[src/hw/rtl/tvsg_pkg.sv]
// ----------------------------------------------------------------------------
// tvsg_pkg
// shared types, codes and lookup functions of the three-voice sound generator
// ----------------------------------------------------------------------------
`default_nettype none

package tvsg_pkg;

  localparam int PRESCALE_LOG2_DEFAULT = 4;

  // sample queue geometry
  localparam int OQ_DEPTH = 4;
  localparam int OQ_PTR_W = 2;
  localparam int OQ_CNT_W = 3;

  // input operation codes
  typedef enum logic [1:0] {
    OP_TICK = 2'd0,
    OP_FUNC = 2'd1,
    OP_DATA = 2'd2,
    OP_NONE = 2'd3
  } op_t;

  // bus function codes (value bits 7:6 of a function latch)
  typedef enum logic [1:0] {
    BUS_INACTIVE = 2'd0,
    BUS_READ     = 2'd1,
    BUS_WRITE    = 2'd2,
    BUS_ADDRESS  = 2'd3
  } bus_func_t;

  // register map
  localparam logic [3:0] REG_TONE_A_FINE   = 4'd0;
  localparam logic [3:0] REG_TONE_A_COARSE = 4'd1;
  localparam logic [3:0] REG_TONE_B_FINE   = 4'd2;
  localparam logic [3:0] REG_TONE_B_COARSE = 4'd3;
  localparam logic [3:0] REG_TONE_C_FINE   = 4'd4;
  localparam logic [3:0] REG_TONE_C_COARSE = 4'd5;
  localparam logic [3:0] REG_NOISE_PERIOD  = 4'd6;
  localparam logic [3:0] REG_MIXER         = 4'd7;
  localparam logic [3:0] REG_LEVEL_A       = 4'd8;
  localparam logic [3:0] REG_LEVEL_B       = 4'd9;
  localparam logic [3:0] REG_LEVEL_C       = 4'd10;
  localparam logic [3:0] REG_ENV_FINE      = 4'd11;
  localparam logic [3:0] REG_ENV_COARSE    = 4'd12;
  localparam logic [3:0] REG_ENV_SHAPE     = 4'd13;

  // channel codes on the output
  localparam logic CH_C = 1'b0;
  localparam logic CH_A = 1'b1;

  // programmed settings handed from the register file to the generators
  typedef struct packed {
    logic [2:0][11:0] tone_period;
    logic [7:0]       noise_period;
    logic [2:0]       tone_enable;
    logic [2:0]       noise_enable;
    logic [2:0][3:0]  amplitude;
    logic [2:0]       use_envelope;
    logic [15:0]      env_period;
    logic [3:0]       env_shape;
  } cfg_t;

  // one output sample
  typedef struct packed {
    logic              channel;
    logic signed [7:0] sample;
    logic              last;
  } sample_t;

  // fixed amplitude curve
  function automatic logic [7:0] amp_level(input logic [3:0] amp);
    logic [7:0] lvl;
    unique case (amp)
      4'd0:    lvl = 8'd1;
      4'd1:    lvl = 8'd1;
      4'd2:    lvl = 8'd2;
      4'd3:    lvl = 8'd3;
      4'd4:    lvl = 8'd5;
      4'd5:    lvl = 8'd7;
      4'd6:    lvl = 8'd11;
      4'd7:    lvl = 8'd15;
      4'd8:    lvl = 8'd22;
      4'd9:    lvl = 8'd31;
      4'd10:   lvl = 8'd45;
      4'd11:   lvl = 8'd63;
      4'd12:   lvl = 8'd90;
      4'd13:   lvl = 8'd127;
      4'd14:   lvl = 8'd180;
      default: lvl = 8'd255;
    endcase
    return lvl;
  endfunction

  // number of envelope steps before hold or repeat
  function automatic logic [5:0] shape_len(input logic [3:0] shape);
    logic [5:0] len;
    unique case (shape)
      4'd4, 4'd5, 4'd6, 4'd7, 4'd11, 4'd15: len = 6'd17;
      4'd10, 4'd14:                         len = 6'd32;
      default:                              len = 6'd16;
    endcase
    return len;
  endfunction

  // envelope volume at a position of a shape
  function automatic logic [3:0] shape_value(input logic [3:0] shape,
                                             input logic [4:0] pos);
    logic [3:0] p;
    logic       second;
    logic [3:0] v;
    p      = pos[3:0];
    second = pos[4];
    unique case (shape)
      4'd0, 4'd1, 4'd2, 4'd3, 4'd8, 4'd9: v = ~p;
      4'd4, 4'd5, 4'd6, 4'd7, 4'd15:      v = second ? 4'd0 : p;
      4'd10:                              v = second ? p : ~p;
      4'd11:                              v = second ? 4'd15 : ~p;
      4'd12, 4'd13:                       v = p;
      default:                            v = second ? ~p : p;
    endcase
    return v;
  endfunction

endpackage

`default_nettype wire

[src/hw/rtl/tvsg_regs.sv]
// ----------------------------------------------------------------------------
// tvsg_regs
// bus function latch, register select and programmable register file
// ----------------------------------------------------------------------------
`default_nettype none

module tvsg_regs (
  input  wire logic          clk,
  input  wire logic          rst,
  input  wire logic          fire,
  input  wire tvsg_pkg::op_t op,
  input  wire logic [7:0]    value,
  output tvsg_pkg::cfg_t     cfg,
  output logic               shape_restart
);

  tvsg_pkg::bus_func_t function_latch;
  logic [3:0]          selected_register;
  logic                data_write;

  assign data_write    = fire && (op == tvsg_pkg::OP_DATA) &&
                         (function_latch == tvsg_pkg::BUS_WRITE);
  assign shape_restart = data_write && (selected_register == tvsg_pkg::REG_ENV_SHAPE);

  always_ff @(posedge clk) begin
    if (rst) begin
      function_latch    <= tvsg_pkg::BUS_INACTIVE;
      selected_register <= '0;
      cfg               <= '0;
    end else if (fire) begin
      if (op == tvsg_pkg::OP_FUNC) begin
        function_latch <= tvsg_pkg::bus_func_t'(value[7:6]);
      end else if (op == tvsg_pkg::OP_DATA &&
                   function_latch == tvsg_pkg::BUS_ADDRESS) begin
        selected_register <= value[3:0];
      end else if (data_write) begin
        unique case (selected_register)
          tvsg_pkg::REG_TONE_A_FINE:   cfg.tone_period[0][7:0]  <= value;
          tvsg_pkg::REG_TONE_A_COARSE: cfg.tone_period[0][11:8] <= value[3:0];
          tvsg_pkg::REG_TONE_B_FINE:   cfg.tone_period[1][7:0]  <= value;
          tvsg_pkg::REG_TONE_B_COARSE: cfg.tone_period[1][11:8] <= value[3:0];
          tvsg_pkg::REG_TONE_C_FINE:   cfg.tone_period[2][7:0]  <= value;
          tvsg_pkg::REG_TONE_C_COARSE: cfg.tone_period[2][11:8] <= value[3:0];
          tvsg_pkg::REG_NOISE_PERIOD:  cfg.noise_period         <= value;
          tvsg_pkg::REG_MIXER: begin
            // enables are active low on the bus
            cfg.tone_enable  <= ~value[2:0];
            cfg.noise_enable <= ~value[5:3];
          end
          tvsg_pkg::REG_LEVEL_A: begin
            cfg.amplitude[0]    <= value[3:0];
            cfg.use_envelope[0] <= value[4];
          end
          tvsg_pkg::REG_LEVEL_B: begin
            cfg.amplitude[1]    <= value[3:0];
            cfg.use_envelope[1] <= value[4];
          end
          tvsg_pkg::REG_LEVEL_C: begin
            cfg.amplitude[2]    <= value[3:0];
            cfg.use_envelope[2] <= value[4];
          end
          tvsg_pkg::REG_ENV_FINE:      cfg.env_period[7:0]  <= value;
          tvsg_pkg::REG_ENV_COARSE:    cfg.env_period[15:8] <= value;
          tvsg_pkg::REG_ENV_SHAPE:     cfg.env_shape        <= value[3:0];
          default: begin
            // unused registers ignore writes
          end
        endcase
      end
    end
  end

endmodule

`default_nettype wire

[src/hw/rtl/tvsg_gen.sv]
// ----------------------------------------------------------------------------
// tvsg_gen
// envelope, noise and tone generators with the per-voice mixer
// ----------------------------------------------------------------------------
`default_nettype none

module tvsg_gen (
  input  wire logic           clk,
  input  wire logic           rst,
  input  wire logic           step,
  input  wire logic           shape_restart,
  input  wire tvsg_pkg::cfg_t cfg,
  output logic [7:0]          level_a,
  output logic [7:0]          level_c
);

  // envelope state
  logic [15:0] env_counter;
  logic [4:0]  env_position;
  logic [3:0]  env_volume;
  // noise state
  logic [7:0]  noise_counter;
  logic [16:0] noise_lfsr;
  logic        noise_bit;
  // tone state
  logic [2:0][11:0] tone_counter;
  logic [2:0]       tone_bit;

  logic [15:0] env_inc;
  logic        env_fire;
  logic        env_hold;
  logic [5:0]  env_len;
  logic [5:0]  pos_inc;
  logic [5:0]  pos_next;
  logic [3:0]  env_volume_next;

  logic [7:0]  noise_inc;
  logic        noise_fire;
  logic [17:0] lfsr_fb;
  logic [16:0] noise_lfsr_next;
  logic        noise_bit_next;

  logic [2:0][11:0] tone_inc;
  logic [2:0]       tone_fire;
  logic [2:0][11:0] tone_counter_next;
  logic [2:0]       tone_bit_next;
  logic [2:0]       gate;

  // envelope: hold follows the shape code directly
  always_comb begin
    env_inc         = env_counter + 16'd1;
    env_fire        = (env_inc >= cfg.env_period);
    env_hold        = cfg.env_shape[0] | ~cfg.env_shape[3];
    env_len         = tvsg_pkg::shape_len(cfg.env_shape);
    pos_inc         = {1'b0, env_position} + 6'd1;
    if (pos_inc >= env_len) begin
      pos_next = env_hold ? (env_len - 6'd1) : 6'd0;
    end else begin
      pos_next = pos_inc;
    end
    env_volume_next = env_fire ? tvsg_pkg::shape_value(cfg.env_shape, env_position)
                               : env_volume;
  end

  // noise: 17-bit lfsr, level toggles when the two low bits differ
  always_comb begin
    noise_inc       = noise_counter + 8'd1;
    noise_fire      = (noise_inc >= cfg.noise_period);
    lfsr_fb         = {1'b0, noise_lfsr} ^ (noise_lfsr[0] ? 18'h24000 : 18'h00000);
    noise_lfsr_next = noise_fire ? lfsr_fb[17:1] : noise_lfsr;
    noise_bit_next  = noise_bit ^ (noise_fire & (noise_lfsr[0] ^ noise_lfsr[1]));
  end

  // tones and gates, one independent lane per voice
  always_comb begin
    for (int i = 0; i < 3; i++) begin
      tone_inc[i]          = tone_counter[i] + 12'd1;
      tone_fire[i]         = (tone_inc[i] >= cfg.tone_period[i]);
      tone_counter_next[i] = tone_fire[i] ? 12'd0 : tone_inc[i];
      tone_bit_next[i]     = tone_bit[i] ^ tone_fire[i];
      gate[i]              = (cfg.noise_enable[i] & noise_bit_next) |
                             (cfg.tone_enable[i] & tone_bit_next[i]);
    end
    level_a = !gate[0] ? 8'd0 :
              cfg.use_envelope[0] ? {4'd0, env_volume_next}
                                  : tvsg_pkg::amp_level(cfg.amplitude[0]);
    level_c = !gate[2] ? 8'd0 :
              cfg.use_envelope[2] ? {4'd0, env_volume_next}
                                  : tvsg_pkg::amp_level(cfg.amplitude[2]);
  end

  always_ff @(posedge clk) begin
    if (rst) begin
      env_counter   <= '0;
      env_position  <= '0;
      env_volume    <= '0;
      noise_counter <= '0;
      noise_lfsr    <= 17'd1;
      noise_bit     <= 1'b1;
      tone_counter  <= '0;
      tone_bit      <= '0;
    end else if (step) begin
      if (env_fire) begin
        env_counter  <= '0;
        env_position <= pos_next[4:0];
      end else begin
        env_counter  <= env_inc;
      end
      env_volume    <= env_volume_next;
      noise_counter <= noise_fire ? 8'd0 : noise_inc;
      noise_lfsr    <= noise_lfsr_next;
      noise_bit     <= noise_bit_next;
      tone_counter  <= tone_counter_next;
      tone_bit      <= tone_bit_next;
    end else if (shape_restart) begin
      env_position <= '0;
    end
  end

endmodule

`default_nettype wire

[src/hw/rtl/tvsg_outq.sv]
// ----------------------------------------------------------------------------
// tvsg_outq
// four-entry sample queue, filled a pair at a time, drained one per transaction
// ----------------------------------------------------------------------------
`default_nettype none

module tvsg_outq (
  input  wire logic              clk,
  input  wire logic              rst,
  input  wire logic              push,
  input  wire tvsg_pkg::sample_t first,
  input  wire tvsg_pkg::sample_t second,
  output logic                   room,
  output logic                   out_valid,
  input  wire logic              out_ready,
  output tvsg_pkg::sample_t      head
);

  tvsg_pkg::sample_t entries [tvsg_pkg::OQ_DEPTH];

  logic [tvsg_pkg::OQ_PTR_W-1:0] wptr;
  logic [tvsg_pkg::OQ_PTR_W-1:0] rptr;
  logic [tvsg_pkg::OQ_CNT_W-1:0] count;
  logic                          pop;

  assign room      = (count <= tvsg_pkg::OQ_CNT_W'(tvsg_pkg::OQ_DEPTH - 2));
  assign out_valid = (count != '0);
  assign pop       = out_valid && out_ready;
  assign head      = entries[rptr];

  always_ff @(posedge clk) begin
    if (push) begin
      entries[wptr]        <= first;
      entries[wptr + 2'd1] <= second;
    end
  end

  always_ff @(posedge clk) begin
    if (rst) begin
      wptr  <= '0;
      rptr  <= '0;
      count <= '0;
    end else begin
      if (push) begin
        wptr <= wptr + 2'd2;
      end
      if (pop) begin
        rptr <= rptr + 2'd1;
      end
      count <= count + (push ? 3'd2 : 3'd0) - (pop ? 3'd1 : 3'd0);
    end
  end

endmodule

`default_nettype wire

[src/hw/rtl/three_voice_sound_generator_core.sv]
// ----------------------------------------------------------------------------
// three_voice_sound_generator_core
// three-voice programmable sound generator with bus-style register access
// ----------------------------------------------------------------------------
//
//  port group | direction | handshake            | payload
//  -----------+-----------+----------------------+---------------------------
//  input      | in        | in_valid / in_ready  | op[1:0], value[7:0]
//  output     | out       | out_valid / out_ready| channel, sample[7:0], last
//
//  - one input transaction per clock while in_ready is high; an accepted item
//    sits in the item register, then updates all state in a single pass
//  - every 2**PRESCALE_LOG2 ticks a pair of samples (channel C, then A) is
//    written into a four-entry queue; the item stage stalls only when an
//    update tick finds fewer than two queue entries free, so sustained rate
//    is one item a cycle unless every tick is an update tick or out_ready
//    is held low (then the single output port sets the rate)
//  - rst is synchronous; all control state and the register file clear
//  - back-pressure on out_ready fills the queue, then holds the item register
//
`default_nettype none

module three_voice_sound_generator_core #(
  parameter int PRESCALE_LOG2 = tvsg_pkg::PRESCALE_LOG2_DEFAULT
) (
  input  wire logic              clk,
  input  wire logic              rst,
  input  wire logic              in_valid,
  output logic                   in_ready,
  input  wire logic [1:0]        op,
  input  wire logic [7:0]        value,
  output logic                   out_valid,
  input  wire logic              out_ready,
  output logic                   channel,
  output logic signed [7:0]      sample,
  output logic                   last
);

  // a zero prescale still needs one phase bit; it simply never leaves zero
  localparam int PHASE_W = (PRESCALE_LOG2 > 0) ? PRESCALE_LOG2 : 1;
  localparam logic [PHASE_W-1:0] PHASE_MAX = PHASE_W'((1 << PRESCALE_LOG2) - 1);

  // item register
  logic                item_valid;
  tvsg_pkg::op_t       item_op;
  logic [7:0]          item_value;

  // prescaler
  logic [PHASE_W-1:0]  tick_phase;
  logic                phase_wrap;

  logic                is_tick;
  logic                produces;
  logic                fire;
  logic                step;

  tvsg_pkg::cfg_t      cfg;
  logic                shape_restart;
  logic [7:0]          level_a;
  logic [7:0]          level_c;

  logic                room;
  tvsg_pkg::sample_t   pair_first;
  tvsg_pkg::sample_t   pair_second;
  tvsg_pkg::sample_t   head;

  // the tick that wraps the prescaler is the update tick
  assign is_tick    = (item_op == tvsg_pkg::OP_TICK);
  assign phase_wrap = (tick_phase == PHASE_MAX);
  assign produces   = is_tick && phase_wrap;

  // an item retires unless it needs two queue slots that are not free
  assign fire     = item_valid && (!produces || room);
  assign step     = fire && produces;
  assign in_ready = !item_valid || fire;

  always_ff @(posedge clk) begin
    if (rst) begin
      item_valid <= 1'b0;
    end else if (in_ready) begin
      item_valid <= in_valid;
    end
  end

  // payload of the item register needs no reset
  always_ff @(posedge clk) begin
    if (in_ready && in_valid) begin
      item_op    <= tvsg_pkg::op_t'(op);
      item_value <= value;
    end
  end

  always_ff @(posedge clk) begin
    if (rst) begin
      tick_phase <= '0;
    end else if (fire && is_tick) begin
      tick_phase <= phase_wrap ? '0 : tick_phase + 1'b1;
    end
  end

  tvsg_regs u_regs (
    .clk           (clk),
    .rst           (rst),
    .fire          (fire),
    .op            (item_op),
    .value         (item_value),
    .cfg           (cfg),
    .shape_restart (shape_restart)
  );

  tvsg_gen u_gen (
    .clk           (clk),
    .rst           (rst),
    .step          (step),
    .shape_restart (shape_restart),
    .cfg           (cfg),
    .level_a       (level_a),
    .level_c       (level_c)
  );

  // level minus 128 is the level with its top bit flipped
  always_comb begin
    pair_first.channel  = tvsg_pkg::CH_C;
    pair_first.sample   = $signed(level_c ^ 8'h80);
    pair_first.last     = 1'b0;
    pair_second.channel = tvsg_pkg::CH_A;
    pair_second.sample  = $signed(level_a ^ 8'h80);
    pair_second.last    = 1'b1;
  end

  tvsg_outq u_outq (
    .clk       (clk),
    .rst       (rst),
    .push      (step),
    .first     (pair_first),
    .second    (pair_second),
    .room      (room),
    .out_valid (out_valid),
    .out_ready (out_ready),
    .head      (head)
  );

  assign channel = head.channel;
  assign sample  = head.sample;
  assign last    = head.last;

  // a stalled item keeps its register contents
  assert property (@(posedge clk) disable iff (rst)
    item_valid && !fire |=> item_valid && $stable(item_op) && $stable(item_value))
    else $error("item register changed while stalled");

  // an update tick always leaves a sample waiting
  assert property (@(posedge clk) disable iff (rst)
    step |=> out_valid)
    else $error("update tick produced no output");

  // channel A always closes the pair, channel C always opens it
  assert property (@(posedge clk) disable iff (rst)
    out_valid |-> (channel == last))
    else $error("sample pair out of order");

endmodule

`default_nettype wire

[config.mk]
export PLATFORM = sky130hd
export DESIGN_NAME = three_voice_sound_generator_core
export DESIGN_NICKNAME = d
export VERILOG_FILES = /design/src/hw/rtl/tvsg_pkg.sv /design/src/hw/rtl/tvsg_regs.sv /design/src/hw/rtl/tvsg_gen.sv /design/src/hw/rtl/tvsg_outq.sv /design/src/hw/rtl/three_voice_sound_generator_core.sv
export SDC_FILE = /design/constraint.sdc
export NUM_CORES = 1
export LEC_CHECK = 0
export BUFFER_PORTS_ARGS = -buffer_cell sky130_fd_sc_hd__clkbuf_2
export CAP_MARGIN = 20
export CELL_PAD_IN_SITES_DETAIL_PLACEMENT = 0
export CELL_PAD_IN_SITES_GLOBAL_PLACEMENT = 1
export CORE_MARGIN = 5
export CORE_UTILIZATION = 30
export CTS_BUF_LIST = sky130_fd_sc_hd__clkbuf_4 sky130_fd_sc_hd__clkbuf_8
export DETAILED_ROUTE_END_ITERATION = 6
export PLACE_DENSITY = 0.52
export SYNTH_ARGS = -nofsm -noshare
export SYNTH_HDL_FRONTEND = slang
export SYNTH_SLANG_ARGS = --single-unit
[constraint.sdc]
create_clock -name clk -period 10.84 [get_ports clk]
set_input_delay 2.168 -clock clk [delete_from_list [all_inputs] [get_ports clk]]
set_output_delay 2.168 -clock clk [all_outputs]
set_load 0.02 [all_outputs]
# Word level (Yosys, flattened, before mapping)
# Memories as Yosys holds them, arrays and structs flattened. A register that Yosys moved wholly into a read port is not among the register bits.
# Index checks and enable logic that the tools add are counted.
[totals]
register_bits = 198
mem_bits_rw = 40
romBits = 304
output_inout_bits = 12
word_cells = 186
mem_count = 4
[op_classes]
add_sub_neg = 13
order_cmp = 7
eq_ne = 32
mux = 34
n_bitwise = 22
reduce_logical = 39
[memory_table]
columns = ["name", "words", "word_bits", "read_ports", "rd_ports_with_merged_regs", "wr", "line_no", "source"]
rows = [
  ["(name not given)", 16, 8, 1, 1, 0, "tvsg_pkg.sv:74", "unique case (amp)"],
  ["(name not given)", 16, 8, 1, 1, 0, "tvsg_pkg.sv:74", ""],
  ["(name not given)", 16, 3, 1, 1, 0, "tvsg_pkg.sv:98", "unique case (shape)"],
  ["u_outq.entries", 4, 10, 1, 1, 2, "tvsg_outq.sv:19", "tvsg_pkg::sample_t entries [tvsg_pkg::OQ_DEPTH];"],
]
[op_table]
columns = ["op", "count"]
rows = [
  ["$reduce_and A5 Y1", 13],
  ["$eq A4 B4 Y1 const B", 13],
  ["$mux W4", 12],
  ["$mux W8", 5],
  ["$add A12 B1 Y12 const B", 3],
  ["$ge A12 B12 Y1", 3],
  ["$mux W12", 3],
  ["$eq A4 B3 Y1 const B", 8],
  ["$mux W5", 5],
  ["$pmux W4 S5", 1],
  ["$mux W18", 1],
  ["$xor A17 B18 Y18", 1],
  ["$add A16 B1 Y16 const B", 1],
  ["$eq A4 B2 Y1 const B", 4],
  ["$ge A16 B16 Y1", 1],
  ["$mux W16", 1],
  ["$logic_and A1 B1 Y1", 10],
  ["$add A8 B1 Y8 const B", 1],
  ["$eq A4 B1 Y1 const B", 2],
  ["$ge A8 B8 Y1", 1],
  ["$logic_not A4 Y1", 2],
  ["$add A5 B1 Y6 const B", 1],
  ["$eq A2 B2 Y1 const B", 3],
  ["$ge A6 B6 Y1", 1],
  ["27 further kinds", 51],
]

# Longest topological paths before layout
[logic_depth]
depth_word = 10
depth_mapped = 16
mapped_depth_nobuf = 13

# Hierarchy
# A second synthesis with hierarchy kept.
[unflattened]
cells_unflattened = 1259
hier_area_um2 = 12140.4
[modules_own_cells]
columns = ["module", "instances", "cells_per_inst", "area_per_inst_um2", "seq_area_each_um2"]
rows = [
  ["tvsg_gen", 1, 785, 6035.8, 1541.5],
  ["tvsg_regs", 1, 340, 3708.6, 1821.7],
  ["tvsg_outq", 1, 87, 1796.7, 1361.3],
  ["three_voice_sound_generator_core", 1, 47, 599.3, 400.4],
]

# Least setup slack after synthesis
# OpenSTA, ideal clock, no wires.
[synth_path]
path_kind = "reg-to-output"
startpoint = "register channel (netlist name)"
endpoint = "output sample[0]"
arrival_time_ps = 1537
setup_slack_ps = 7135
path_stages_with_launch = 3
path_cell_list = "dfxtp_1 clkbuf_1 mux4_2"
[synth_rtl]
columns = ["item", "line_no", "source"]
rows = [
  ["to (decl)", "three_voice_sound_generator_core.sv:35", "output logic signed [7:0] sample,"],
]

==> impl_results.md <==
* Min Tclk post-route at roughly 4600 ps
* Vias in the first global route at about 8500
* Post-synthesis cell area at roughly 0.011 mm²
* Die height at around 200 µm
* Gpl congestion at 0.743
* Final TNS setup at 0 ps
* Critical path arrival at about 4900 ps
* I/O Buffers at 25
* # setup viols final at 0
* Area Growth Syn to Fin at 12.4%
* CTS Hold Bufs at 0
* Final Max Tran Viols at 0
* TritonCTS clock tree: yes
* Top_reg_cell synth: dfxtp_1
* Die area at between 0.04 and 0.05 mm²
* Worst setup EP type: flop
* Sw Pwr at 0.000462 W
* Fin nets at 1324
* Most frequent cells in the layout: dfxtp_1 (181), nand2_1 (126), nor2_1 (102)
* ANT nets after route at 0
* Power per Cell Area at 144 mW/mm²
* Register area share after synthesis at 43.6%
* Maximum number of pins on one net before global-route repair at 70
* Worst EP required at approximately 11000 ps
* Synthesis Warnings at 0
* Achievable Freq at 219 MHz
* Global-route wire length before repair at ~47 mm
* Synth Net Count at 1304
* #FFs+latches synth at ~220
* Pre-antenna DRT Iters at 6
* CTS Sinks at 223
* WS Path Type: reg2reg
* Hold_ws at about 450 ps
* Library cells used by synthesis at between 60 and 70
* Starting Density at 30.5%
* Total wire length at roughly 29 mm
* PostCTS Resize Cnt at 0
* Initial antenna violation count at 0
* Fin Clk Skew at between 20 and 30 ps
* Avg Vias per Cell at between 4 and 5
* DRC at 0
* CP Max Fanout at 19
* P_leak at between 4 and 5 nW
* Multi-input logic area at approximately 0.0058 mm²
* Async S/R FF share, synth at 0%
* # diodes at 0
* CTS root buffer: clkbuf_8
* Wire length per cell at approximately 17 µm
* Die width at about 200 µm
* Worst-path clk slew at 60 ps
* Combinational share of power at 6.3%
* Most common cell after layout, fill and taps aside: dfxtp_1
* DR iter-0 viols at 330
* Fillers at 3786
* Switching Fraction at approximately 26%
* Max cap viols at 0
* Rows at 70
* Synth Instances at about 1200
* Clock share of power at about 45%
* Clk_lat worst skew at between 500 and 600 ps
* Avg Cell Area, Syn at 9.16 µm²
* Post-DP HPWL at between 15 and 20 mm
* Internal power at 0.00135 W
* Setup bufs post-CTS at 0
* Reg power frac at 48.9%
* Core area at approximately 0.037 mm²
* GRT Residual Overflow at 0
* Max Buffers Root-to-Sink at 3
* Total number of vias at about 8400
* Register area at 0.00488 mm²
* Status: complete, no violations
* Fin crit share at between 40 and 50%
* Maximum vdd drop at 0.0000749 V
* Final hold viol count at 0
* Worst Tran Pin Value at 911 ps
* # IOs at 26
* RSZ-0062 raised after global routing: no
* Crit path launch type: flop
* GRT Util Overall at between 10% and 20%
* Fraction of layout cells with a size suffix above 1 at a little over a tenth
* Number of synthesized flops with an enable pin at 42
* Min-delay worst type: reg2reg
* H-Tree Depth at 2
* Worst rel slew slack at ~38%
* Num CTS Buffers at 42
## sequential cells by signal (all words and copies together), names as in the netlist, 3 cells and up, named ones only
register                  cells
u_gen.env_counter            16
u_gen.env_len                 3
u_outq.entries               32
u_gen.noise_counter           8
u_outq.count                  3
u_gen.tone_counter           24
item_value                    8
u_regs.selected_register      4
u_gen.env_volume              4
u_gen.noise_lfsr             17
u_regs.cfg                   66
tick_phase                    4
u_gen.env_position            5
## layer usage
metal  global-route usage, %  part of all wire [%]  vias to the layer above
met5                       0                     0                        -
met4                    4.22                   2.1                        0
met3                    2.69                   3.3                       41
met2                    22.7                    46                      104
met1                    18.8                    49                     3931
li1                        -                     -                     4363
## path summary, 6_finish.rpt
path / cells past startpoint / start / slack, ps / endpoint
max: 12 / u_gen.env_counter[0]$_SDFFE_PP0P_ / 6280 / u_outq.entries[2][1]$_DFFE_PP_
min reg2reg: 2 / u_gen.env_counter[11]$_SDFFE_PP0P_ / 450 / u_gen.env_counter[11]$_SDFFE_PP0P_
min: 2 / u_gen.env_counter[11]$_SDFFE_PP0P_ / 450 / u_gen.env_counter[11]$_SDFFE_PP0P_
max reg2reg: 12 / u_gen.env_counter[0]$_SDFFE_PP0P_ / 6280 / u_outq.entries[2][1]$_DFFE_PP_
## critical path, stage by stage, from the launching register on
cell and delay, ps:
dfxtp_1 410, ha_1 250, and3_1 220, and3_1 350, nand3_1 190, and2_1 210
or2_2 290, ha_1 270, nand4_1 160, a2111oi_0 800, a21o_1 740, nand3_1 140
a32oi_1 330
## Yosys cell counts, types with 3 or more instances
cell type / n / area share, %
a21oi_1: 91 / 4.1
nor3_1: 22 / 0.98
clkbuf_1: 53 / 1.8
or2_2: 10 / 0.56
buf_2: 6 / 0.27
inv_1: 75 / 2.5
nand2_1: 126 / 4.2
a32oi_1: 8 / 0.63
nor4_1: 7 / 0.39
a32o_1: 20 / 1.8
mux2i_1: 50 / 4.5
nor2b_1: 15 / 0.84
xor2_1: 23 / 1.8
and2_1: 6 / 0.34
xnor2_1: 27 / 2.1
nor2_1: 103 / 3.5
nand3_1: 69 / 3.1
dfxtp_1: 181 / 32
o21bai_1: 4 / 0.27
o31ai_1: 4 / 0.27
and4_1: 3 / 0.23
a2111oi_0: 3 / 0.23
o21ai_0: 33 / 1.5
edfxtp_1: 42 / 11
mux2_2: 6 / 0.60
nor3b_1: 5 / 0.34
ha_1: 68 / 7.6
nand3b_1: 5 / 0.34
o2bb2ai_1: 3 / 0.23
nand2b_1: 33 / 1.8
mux4_2: 8 / 1.6
nand4_1: 11 / 0.61
a211oi_1: 17 / 1.1
o311a_1: 4 / 0.36
a211o_1: 5 / 0.39
and3_1: 11 / 0.61
o21a_1: 4 / 0.27
a21o_1: 11 / 0.74
or3_1: 8 / 0.45
and3b_1: 4 / 0.31
o211ai_1: 5 / 0.34
## cells by family after synthesis
logic type | share of synthesized area [%]
buf+inv | 4.76
compound gates | 13.8
xor+xnor | 3.91
simple gates | 19.7
fa+ha+maj | 7.60
flops | 43.6
mux | 6.68
## stage by stage
step / util [%] / power (W) / setup WS, ps / std cells / instance area [µm²]
floorplan: - / 0.000981 / 7130 / 1222 / 11200
global placement: 32.1 / 0.00102 / 6230 / 1666 / 11800
detailed placement: 32.1 / 0.00102 / 6220 / 1666 / 11800
CTS: 34.3 / 0.00185 / 6380 / 1738 / 12600
global route: 34.3 / 0.00190 / 5920 / 1738 / 12600
finish: 34.3 / 0.00181 / 6280 / 1738 / 12600
## power groups by stage
stage | Clock (W) | Sequential (W) | Combinational, W
3_3_place_gp | 0 | 0.000906 | 0.000118
4_1_cts | 0.000850 | 0.000888 | 0.000117
2_1_floorplan | 0 | 0.000884 | 0.0000970
5_1_grt | 0.000886 | 0.000889 | 0.000128
6_report | 0.000812 | 0.000886 | 0.000114
3_5_place_dp | 0 | 0.000906 | 0.000116
## cell type report
class	instances	share of cell area [%]
clock inverters	15	0.875
inverters	75	2.24
clock buffers	57	5.54
multi-input cells	861	46.0
repair buffers	39	1.85
flip-flops and latches	223	38.8
well taps	468	4.65
Power figures use the tool's default switching activity.
